===== config.mk =====
export PLATFORM = sky130hd
export DESIGN_NAME = masked_median_combine_core
export DESIGN_NICKNAME = d
export VERILOG_FILES = /design/src/rtl/core/mmc_pkg.sv /design/src/rtl/core/mmc_rank.sv /design/src/rtl/core/mmc_select.sv /design/src/rtl/core/masked_median_combine_core.sv
export SDC_FILE = /design/constraint.sdc
export NUM_CORES = 2
export LEC_CHECK = 0
export BUFFER_PORTS_ARGS = -buffer_cell sky130_fd_sc_hd__clkbuf_2
export CORE_MARGIN = 8
export CORE_UTILIZATION = 46
export DETAILED_ROUTE_END_ITERATION = 7
export PLACE_DENSITY = 0.67
export SETUP_SLACK_MARGIN = 0.5
export SYNTH_ARGS = -nofsm -noshare
export SYNTH_HDL_FRONTEND = slang
export SYNTH_SLANG_ARGS = --single-unit
export TNS_END_PERCENT = 20

===== constraint.sdc =====
create_clock -name aclk -period 26.7 [get_ports aclk]
set_input_delay 0 -clock aclk [delete_from_list [all_inputs] [get_ports aclk]]
set_output_delay 0 -clock aclk [all_outputs]
set_load 0.01 [all_outputs]

===== src/rtl/core/mmc_pkg.sv =====
package mmc_pkg;

    localparam int NUM_SLOTS   = 8;
    localparam int SAMPLE_W    = 32;
    localparam int COUNT_W     = 4;
    localparam int RANK_W      = 3;
    localparam int MASK_OFFSET = NUM_SLOTS * SAMPLE_W;
    localparam int S_TDATA_W   = MASK_OFFSET + NUM_SLOTS;
    localparam int M_FIELDS_W  = SAMPLE_W + COUNT_W;
    localparam int M_TDATA_W   = ((M_FIELDS_W + 7) / 8) * 8;
    localparam int M_PAD_W     = M_TDATA_W - M_FIELDS_W;

    typedef logic signed [SAMPLE_W-1:0] sample_t;
    typedef sample_t [NUM_SLOTS-1:0]     sample_vec_t;
    typedef logic [RANK_W-1:0]           rank_t;
    typedef rank_t [NUM_SLOTS-1:0]       rank_vec_t;
    typedef logic [NUM_SLOTS-1:0]        mask_t;
    typedef logic [COUNT_W-1:0]          count_t;

    // one ranked pixel column as it leaves the ranking stage
    typedef struct packed {
        sample_vec_t samples;
        rank_vec_t   ranks;
        mask_t       mask;
        count_t      count;
    } rank_stage_t;

endpackage


===== src/rtl/core/mmc_rank.sv =====
module mmc_rank
    import mmc_pkg::*;
(
    input  logic        aclk,
    input  logic        aresetn,
    input  logic        in_valid,
    output logic        in_ready,
    input  sample_vec_t in_samples,
    input  mask_t       in_mask,
    output logic        out_valid,
    input  logic        out_ready,
    output rank_stage_t out_stage
);

    logic        valid_reg;
    rank_stage_t stage_reg;
    rank_stage_t stage_next;

    // rank of a sample = valid samples strictly below it, ties broken by slot order
    always_comb begin
        logic [NUM_SLOTS-1:0] below;
        stage_next.samples = in_samples;
        stage_next.mask    = in_mask;
        stage_next.count   = COUNT_W'($countones(in_mask));
        for (int i = 0; i < NUM_SLOTS; i++) begin
            for (int j = 0; j < NUM_SLOTS; j++) begin
                if (j == i) begin
                    below[j] = 1'b0;
                end else if (j < i) begin
                    below[j] = in_mask[j] &&
                               ($signed(in_samples[j]) <= $signed(in_samples[i]));
                end else begin
                    below[j] = in_mask[j] &&
                               ($signed(in_samples[j]) < $signed(in_samples[i]));
                end
            end
            stage_next.ranks[i] = RANK_W'($countones(below));
        end
    end

    assign in_ready  = !valid_reg || out_ready;
    assign out_valid = valid_reg;
    assign out_stage = stage_reg;

    always_ff @(posedge aclk) begin
        if (!aresetn) begin
            valid_reg <= 1'b0;
        end else if (in_ready) begin
            valid_reg <= in_valid;
        end
    end

    always_ff @(posedge aclk) begin
        if (in_ready && in_valid) begin
            stage_reg <= stage_next;
        end
    end

endmodule


===== src/rtl/core/mmc_select.sv =====
module mmc_select
    import mmc_pkg::*;
(
    input  logic        aclk,
    input  logic        aresetn,
    input  logic        in_valid,
    output logic        in_ready,
    input  rank_stage_t in_stage,
    output logic        out_valid,
    input  logic        out_ready,
    output sample_t     out_median,
    output count_t      out_count
);

    logic    valid_reg;
    sample_t median_reg;
    sample_t median_next;
    count_t  count_reg;

    always_comb begin
        rank_t                 mid_hi;
        rank_t                 mid_lo;
        logic [SAMPLE_W-1:0]   hi_val;
        logic [SAMPLE_W-1:0]   lo_val;
        logic signed [SAMPLE_W:0] pair_sum;
        mid_hi = RANK_W'(in_stage.count >> 1);
        mid_lo = mid_hi - RANK_W'(1);
        hi_val = '0;
        lo_val = '0;
        // ranks of valid samples are distinct, so an or of the matches is a mux
        for (int i = 0; i < NUM_SLOTS; i++) begin
            if (in_stage.mask[i] && in_stage.ranks[i] == mid_hi) begin
                hi_val = hi_val | in_stage.samples[i];
            end
            if (in_stage.mask[i] && in_stage.ranks[i] == mid_lo) begin
                lo_val = lo_val | in_stage.samples[i];
            end
        end
        pair_sum = $signed({hi_val[SAMPLE_W-1], hi_val}) +
                   $signed({lo_val[SAMPLE_W-1], lo_val});
        if (in_stage.count == '0) begin
            median_next = '0;
        end else if (in_stage.count[0]) begin
            median_next = hi_val;
        end else begin
            // floor of the half sum is the sum without its lsb
            median_next = pair_sum[SAMPLE_W:1];
        end
    end

    assign in_ready   = !valid_reg || out_ready;
    assign out_valid  = valid_reg;
    assign out_median = median_reg;
    assign out_count  = count_reg;

    always_ff @(posedge aclk) begin
        if (!aresetn) begin
            valid_reg <= 1'b0;
        end else if (in_ready) begin
            valid_reg <= in_valid;
        end
    end

    always_ff @(posedge aclk) begin
        if (in_ready && in_valid) begin
            median_reg <= median_next;
            count_reg  <= in_stage.count;
        end
    end

endmodule


===== src/rtl/core/masked_median_combine_core.sv =====
// channel   dir  tdata (low bit up)                              bits
// s_axis    in   sample_0 .. sample_7 (32 each), valid_mask (8)  264
// m_axis    out  median_value (32), valid_count (4), zero pad    40
//
// three register stages: input, ranking, selection; one beat per cycle unless m_axis stalls
// a result beat passes the input, ranking and selection registers in turn before it shows on m_axis
// the 8x8 rank compare sets the ranking stage
// each stage holds its beat while the next cannot take it, bubbles are squeezed out
// aresetn is synchronous; it clears the stage valid flags only
module masked_median_combine_core
    import mmc_pkg::*;
#(
    parameter int STACK_DEPTH = 8
) (
    input  logic                 aclk,
    input  logic                 aresetn,
    input  logic                 s_tvalid,
    output logic                 s_tready,
    input  logic [S_TDATA_W-1:0] s_tdata,   // sample_0 .. sample_7, valid_mask
    output logic                 m_tvalid,
    input  logic                 m_tready,
    output logic [M_TDATA_W-1:0] m_tdata    // median_value, valid_count, zero pad
);

    // mask bits of images past STACK_DEPTH are dropped
    localparam logic [NUM_SLOTS:0]   ONE_W    = (NUM_SLOTS + 1)'(1);
    localparam logic [NUM_SLOTS:0]   USE_WIDE = (ONE_W << STACK_DEPTH) - ONE_W;
    localparam logic [NUM_SLOTS-1:0] USE_MASK = USE_WIDE[NUM_SLOTS-1:0];

    logic        in_valid_reg;
    sample_vec_t in_samples_reg;
    mask_t       in_mask_reg;
    sample_vec_t samples_next;
    mask_t       mask_next;
    logic        in_ready;
    logic        rank_ready;
    logic        rank_valid;
    rank_stage_t rank_stage;
    logic        sel_ready;
    sample_t     median;
    count_t      count;

    always_comb begin
        for (int i = 0; i < NUM_SLOTS; i++) begin
            samples_next[i] = s_tdata[i*SAMPLE_W +: SAMPLE_W];
        end
        mask_next = s_tdata[MASK_OFFSET +: NUM_SLOTS] & USE_MASK;
    end

    assign in_ready = !in_valid_reg || rank_ready;
    assign s_tready = in_ready;

    always_ff @(posedge aclk) begin
        if (!aresetn) begin
            in_valid_reg <= 1'b0;
        end else if (in_ready) begin
            in_valid_reg <= s_tvalid;
        end
    end

    always_ff @(posedge aclk) begin
        if (in_ready && s_tvalid) begin
            in_samples_reg <= samples_next;
            in_mask_reg    <= mask_next;
        end
    end

    mmc_rank u_rank (
        .aclk       (aclk),
        .aresetn    (aresetn),
        .in_valid   (in_valid_reg),
        .in_ready   (rank_ready),
        .in_samples (in_samples_reg),
        .in_mask    (in_mask_reg),
        .out_valid  (rank_valid),
        .out_ready  (sel_ready),
        .out_stage  (rank_stage)
    );

    mmc_select u_select (
        .aclk       (aclk),
        .aresetn    (aresetn),
        .in_valid   (rank_valid),
        .in_ready   (sel_ready),
        .in_stage   (rank_stage),
        .out_valid  (m_tvalid),
        .out_ready  (m_tready),
        .out_median (median),
        .out_count  (count)
    );

    assign m_tdata = {{M_PAD_W{1'b0}}, count, median};

endmodule


== After elaboration in Yosys (flattened, before gate mapping) ==
Cells that the tools add are included.

* Bits in registers: 595
* Bits of input ports: 268
* Logic and storage cells: 274
* Output and inout port bits: 42

* Mux-type cells: 17
* Equal/unequal tests: 16
* Bitwise logic cells: 14
* Reductions and logical operators: 82
* $lt $le $gt $ge: 56
* Add/subtract/negate cells: 57

{| class="wikitable"
|+ Operator list
! kind !! number
|-
| 32-bit <= comparator || 28
|-
| 32-bit < comparator || 28
|-
| 32-bit two-way mux || 17
|-
| 32-bit OR || 14
|-
| 1-bit logical AND || 75
|-
| 1-bit by 1-bit adder with 2-bit output || 28
|-
| 3-bit adder || 16
|-
| 3-bit equality test || 16
|-
| 32-bit by 32-bit adder with 33-bit output || 1
|-
| 1-bit by 3-bit adder with 3-bit output || 4
|-
| 3-bit by 1-bit adder with 3-bit output || 4
|-
| 4-bit adder || 3
|-
| 4-bit zero test || 1
|-
| 1-bit zero test || 3
|-
| 1-bit logical OR || 3
|-
| 3-bit by 1-bit subtractor with 3-bit output (second input constant) || 1
|}

== Logic depth before layout (Yosys ltp) ==
* Depth in word-level cells: 20
* Mapped depth: 22
* Mapped depth without buffers: 18

== Hierarchy ==
A second synthesis with hierarchy kept.

* Cell total of the unflattened synthesis: 4106
* Area, all modules: 45117.0 um^2

{| class="wikitable"
|+ By module, submodules not included
! module !! area each (um^2) !! sequential area each (um^2) !! cells an instance !! instances
|-
| mmc_rank || 30578.1 || 8788.4 || 3009 || 1
|-
| masked_median_combine_core || 8018.9 || 7947.6 || 274 || 1
|-
| mmc_select || 6520.0 || 1101.1 || 823 || 1
|}

== Worst setup path after synthesis ==
Ideal clock, no wire load.

* Path type: register -> register
* From: register u_select.valid_reg, in the netlist u_select.out_valid
* To: register u_rank.stage_reg, in the netlist u_rank.out_stage[0] (enable)
* Library setup time: 1.392 ns
* Setup slack: 3.790 ns
* Path buffers: 0
* Data required time: 25.308 ns
* Period minus slack after synthesis: 22.910 ns
* Stages on the path, launching flop included: 3
* Data arrival time: 21.517 ns
* Cells stage by stage: dfxtp_1 -> nor2b_1 -> a21boi_0

* Word-level cells in the longest chain between the ends: 4

{| class="wikitable"
|+ RTL lines
! item !! RTL line !! source
|-
| start: declaration || mmc_select.sv:15 || <nowiki>logic valid_reg;</nowiki>
|-
| start signal: assignment || mmc_select.sv:60 || <nowiki>valid_reg <= in_valid;</nowiki>
|-
| 1-bit zero test || mmc_select.sv:51 || <nowiki>assign in_ready = !valid_reg || out_ready;</nowiki>
|-
| 1-bit logical OR || mmc_select.sv:51 ||
|-
| 1-bit logical OR || mmc_rank.sv:41 || <nowiki>assign in_ready = !valid_reg || out_ready;</nowiki>
|-
| 1-bit logical AND || mmc_rank.sv:54 || <nowiki>if (in_ready && in_valid) begin</nowiki>
|-
| end signal: assignment || mmc_rank.sv:55 || <nowiki>stage_reg <= stage_next;</nowiki>
|-
| end: declaration || mmc_rank.sv:16 || <nowiki>rank_stage_t stage_reg;</nowiki>
|}

Every way passes these cells.
A chain may end at the register's enable or synchronous reset.

==> results.py <==
metrics = {
    "global_route": {
        "overflow": 0,
        "track_usage_pct": 32.61,
        "grt_pass1_wl_um": 256200,
        "grt_pass1_vias": 37260,
        "antenna_found_initial": 8,
        "grt_max_degree": 167,
    },
    "synth": {
        "post_synth.cell_area_avg_um2": 11.23,
        "synth.area.top_cells": "edfxtp_1 39%, ha_1 27%, a21o_1 5.1%, a22oi_1 4.2%, nand4_1 3.7%",
        "yosys.area.top_type": "edfxtp_1",
        "ys_seq_elements": 595,
        "yosysTopAreaCellShare_pct": 39.21,
        "synth_edf_count": 592,
        "syn-cell-area_mm2": 0.04534,
        "synth_flop_cell": "edfxtp_1",
        "ys.warnings.count": 0,
        "async_flop_share_pct": 0,
        "yosys.cell_types.count": 92,
        "synthCells": 4038,
        "ys_seq_area_share_pct": 39.34,
    },
    "worst_setup_path": {
        "cp.required_ns": 27.08,
        "crit_path_end_kind": "flop",
        "arrival_ns": 6.28,
        "criticalPathCategory": "reg -> reg",
        "start_kind": "flop",
        "worstPathMaxFanout": 8,
    },
    "sta": {
        "drv_slew": 0,
        "rsz0062_at_grt": "false",
        "max_freq_ghz": 0.1692,
        "setup_viol": 0,
        "slew_headroom_pct": 20.56,
        "tightest_slew_ns": 1.162,
        "tns_ns": 0,
        "fin_crit_sh_pct": 22.13,
        "skew_ns": 0.02782,
        "post-route-min-period_ns": 5.909,
        "hold_viol_final": 0,
    },
    "cts": {
        "ctsLongestPathBuffers": 3,
        "clk_latency_ns": 0.65,
        "clkSinkCount": 595,
        "htreeDepth": 3,
        "cts_resized": 0,
        "root_buffer": "clkbuf_16",
        "cts_tree": "built",
        "clk_pin_slew_ns": 0.07,
        "cts_buffers": 69,
    },
    "final_layout": {
        "final_cells": 5999,
        "num-nets-final": 5920,
        "num_antenna_cells": 0,
        "area_growth_pct": 17.98,
        "drive_gt1_share_pct": 10.78,
        "largest_reg_flops": 292,
    },
    "place": {
        "dp.final_hpwl_um": 145600,
        "numPlacedInstances": 5608,
        "io_buffers": 305,
        "gp_congestion": 1.013,
    },
    "detailed_routing": {
        "ant_nets": 0,
        "initialDrtViolationCount": 4828,
        "drcViolationCount": 0,
        "firstDrtPassIters": 6,
        "vias": 38000,
        "routed_via_density": 6.334,
        "wire_per_inst_um": 30.27,
        "drt_wl_total_um": 181600,
    },
    "die": {
        "start_util_pct": 46.27,
        "dieHeight_um": 330.0,
        "core-area_mm2": 0.09799,
        "die_x_um": 330.0,
        "num_rows": 115,
        "ios": 310,
        "dieArea_mm2": 0.1089,
    },
    "power": {
        "p_per_area_mw_per_mm2": 68.42,
        "vdd_drop_max_mv": 0.05918,
        "p_leak_uw": 0.02420,
    },
    "run": {
        "maxCapViolations": 0,
    },
    "outcome": {
        "status": "complete, no violations",
    },
    "min_path": {
        "hold_path.class": "in -> reg",
    },
}
placed cells by master (no fill, tap or decap), drive strengths merged, types with 8 or more instances in the layout:
cell,instances
a211o,15
a211oi,8
a21boi,20
a21o,305
a21oi,225
a22o,15
a22oi,252
a31oi,9
and2,22
and3,12
buf,46
clkbuf,384
clkinv,27
dlygate4sd3,268
edfxtp,592
fa,30
ha,962
inv,304
mux2i,15
nand2,122
nand2b,37
nand3,38
nand4,272
nor2,167
nor2b,91
nor3,30
nor4,25
o211ai,19
o21a,71
o21ai,121
o21bai,10
or3,15
xnor2,32
xor2,43
cell type report:
class	count	area (um2)
Multi-Input combinational cell	3078	26160
Clock inverter	44	436.7
Clock buffer	79	1764
Inverter	297	1115
Fill cell	8427	44500
Timing Repair Buffer	619	4567
Tap cell	1287	1610
Sequential cell	595	17840
cell usage after synthesis, types with 10 or more instances:
cell,number
a211o_1,15
a21boi_0,19
a21o_1,305
a21oi_1,223
a22o_1,15
a22oi_1,252
and2_1,22
and3_1,11
clkbuf_1,57
edfxtp_1,592
fa_1,30
ha_1,962
inv_1,297
mux2i_1,15
nand2_1,122
nand2b_1,37
nand3_1,38
nand4_1,271
nor2_1,166
nor2b_1,91
nor3_1,30
nor4_1,23
o211ai_1,19
o21a_1,70
o21ai_0,114
o21bai_1,10
or3_1,15
xnor2_1,31
xor2_1,43
metal layers:
metal  up-vias  GRT usage [%]  share of wire [%]
li1      17030              -                  -
met1     18540          44.90                 42
met2      2103          49.38                 43
met3       322          6.611                 11
met4         0          14.69                5.0
met5         -              0                  0
worst max-delay path: stages, from the launching register on:
cell and delay, ns:
edfxtp_1 0.61, ha_1 0.44, nand4_1 0.21, nor4_1 0.55, inv_1 0.11, nor4_2 0.87
o211ai_1 0.30, nand3_1 0.18, mux2i_1 0.26, a21bo_2 0.18, fa_1 0.45, fa_1 0.55
inv_1 0.05, fa_1 0.44, fa_1 0.43
through the flow:
stage | power, uW | util, % | setup slack [ns] | cell area [um2] | hold slack (ns)
floorplan | 2200 | - | 3.790 | 45350 | 0.09887
global placement | 2637 | 49.59 | 20.35 | 48590 | 0.1764
detailed placement | 2651 | 49.61 | 20.76 | 48610 | 0.1786
CTS | 3633 | 54.59 | 20.74 | 53490 | 0.01955
global route | 3838 | 54.59 | 20.63 | 53490 | 0.06360
finish | 3660 | 54.59 | 20.79 | 53490 | 0.06196
where the power goes:
group / total (uW) / switching [uW] / internal (uW)
sequential: 1300 / 156 / 1140
combinational: 1410 / 822 / 586
clock: 951 / 413 / 538
total: 3660 / 1390 / 2270
cells by family after synthesis:
kind of cell               after synthesis  share of synthesized area, %
adders and majority gates              992                         27.87
other                                    1                      0.008271
DFF                                    595                         39.34
AOI/OAI and AO/OA                     1119                         16.98
xor gates and xnor gates                80                         1.741
muxes                                   20                        0.4553
buffers and inverters                  368                         3.223
and+or+nand+nor                        863                         10.38
what timing repair did:
item,CTS,global route
endpoints found under the hold margin,267,0
hold buffers,268,0
buffers inserted,0,0
path summary, 6_finish.rpt:
path / depth (start not counted) / from / end / slack (ns)
max reg2reg: 14 / in_samples_reg[255] / u_rank.out_stage[34] / 20.79
min reg2reg: 0 / in_samples_reg[4] / u_rank.out_stage[40] / 0.47
max: 14 / in_samples_reg[255] / u_rank.out_stage[34] / 20.79
min: 2 / s_tdata[105] / in_samples_reg[105] / 0.06
(Power assumes the default switching activity.)
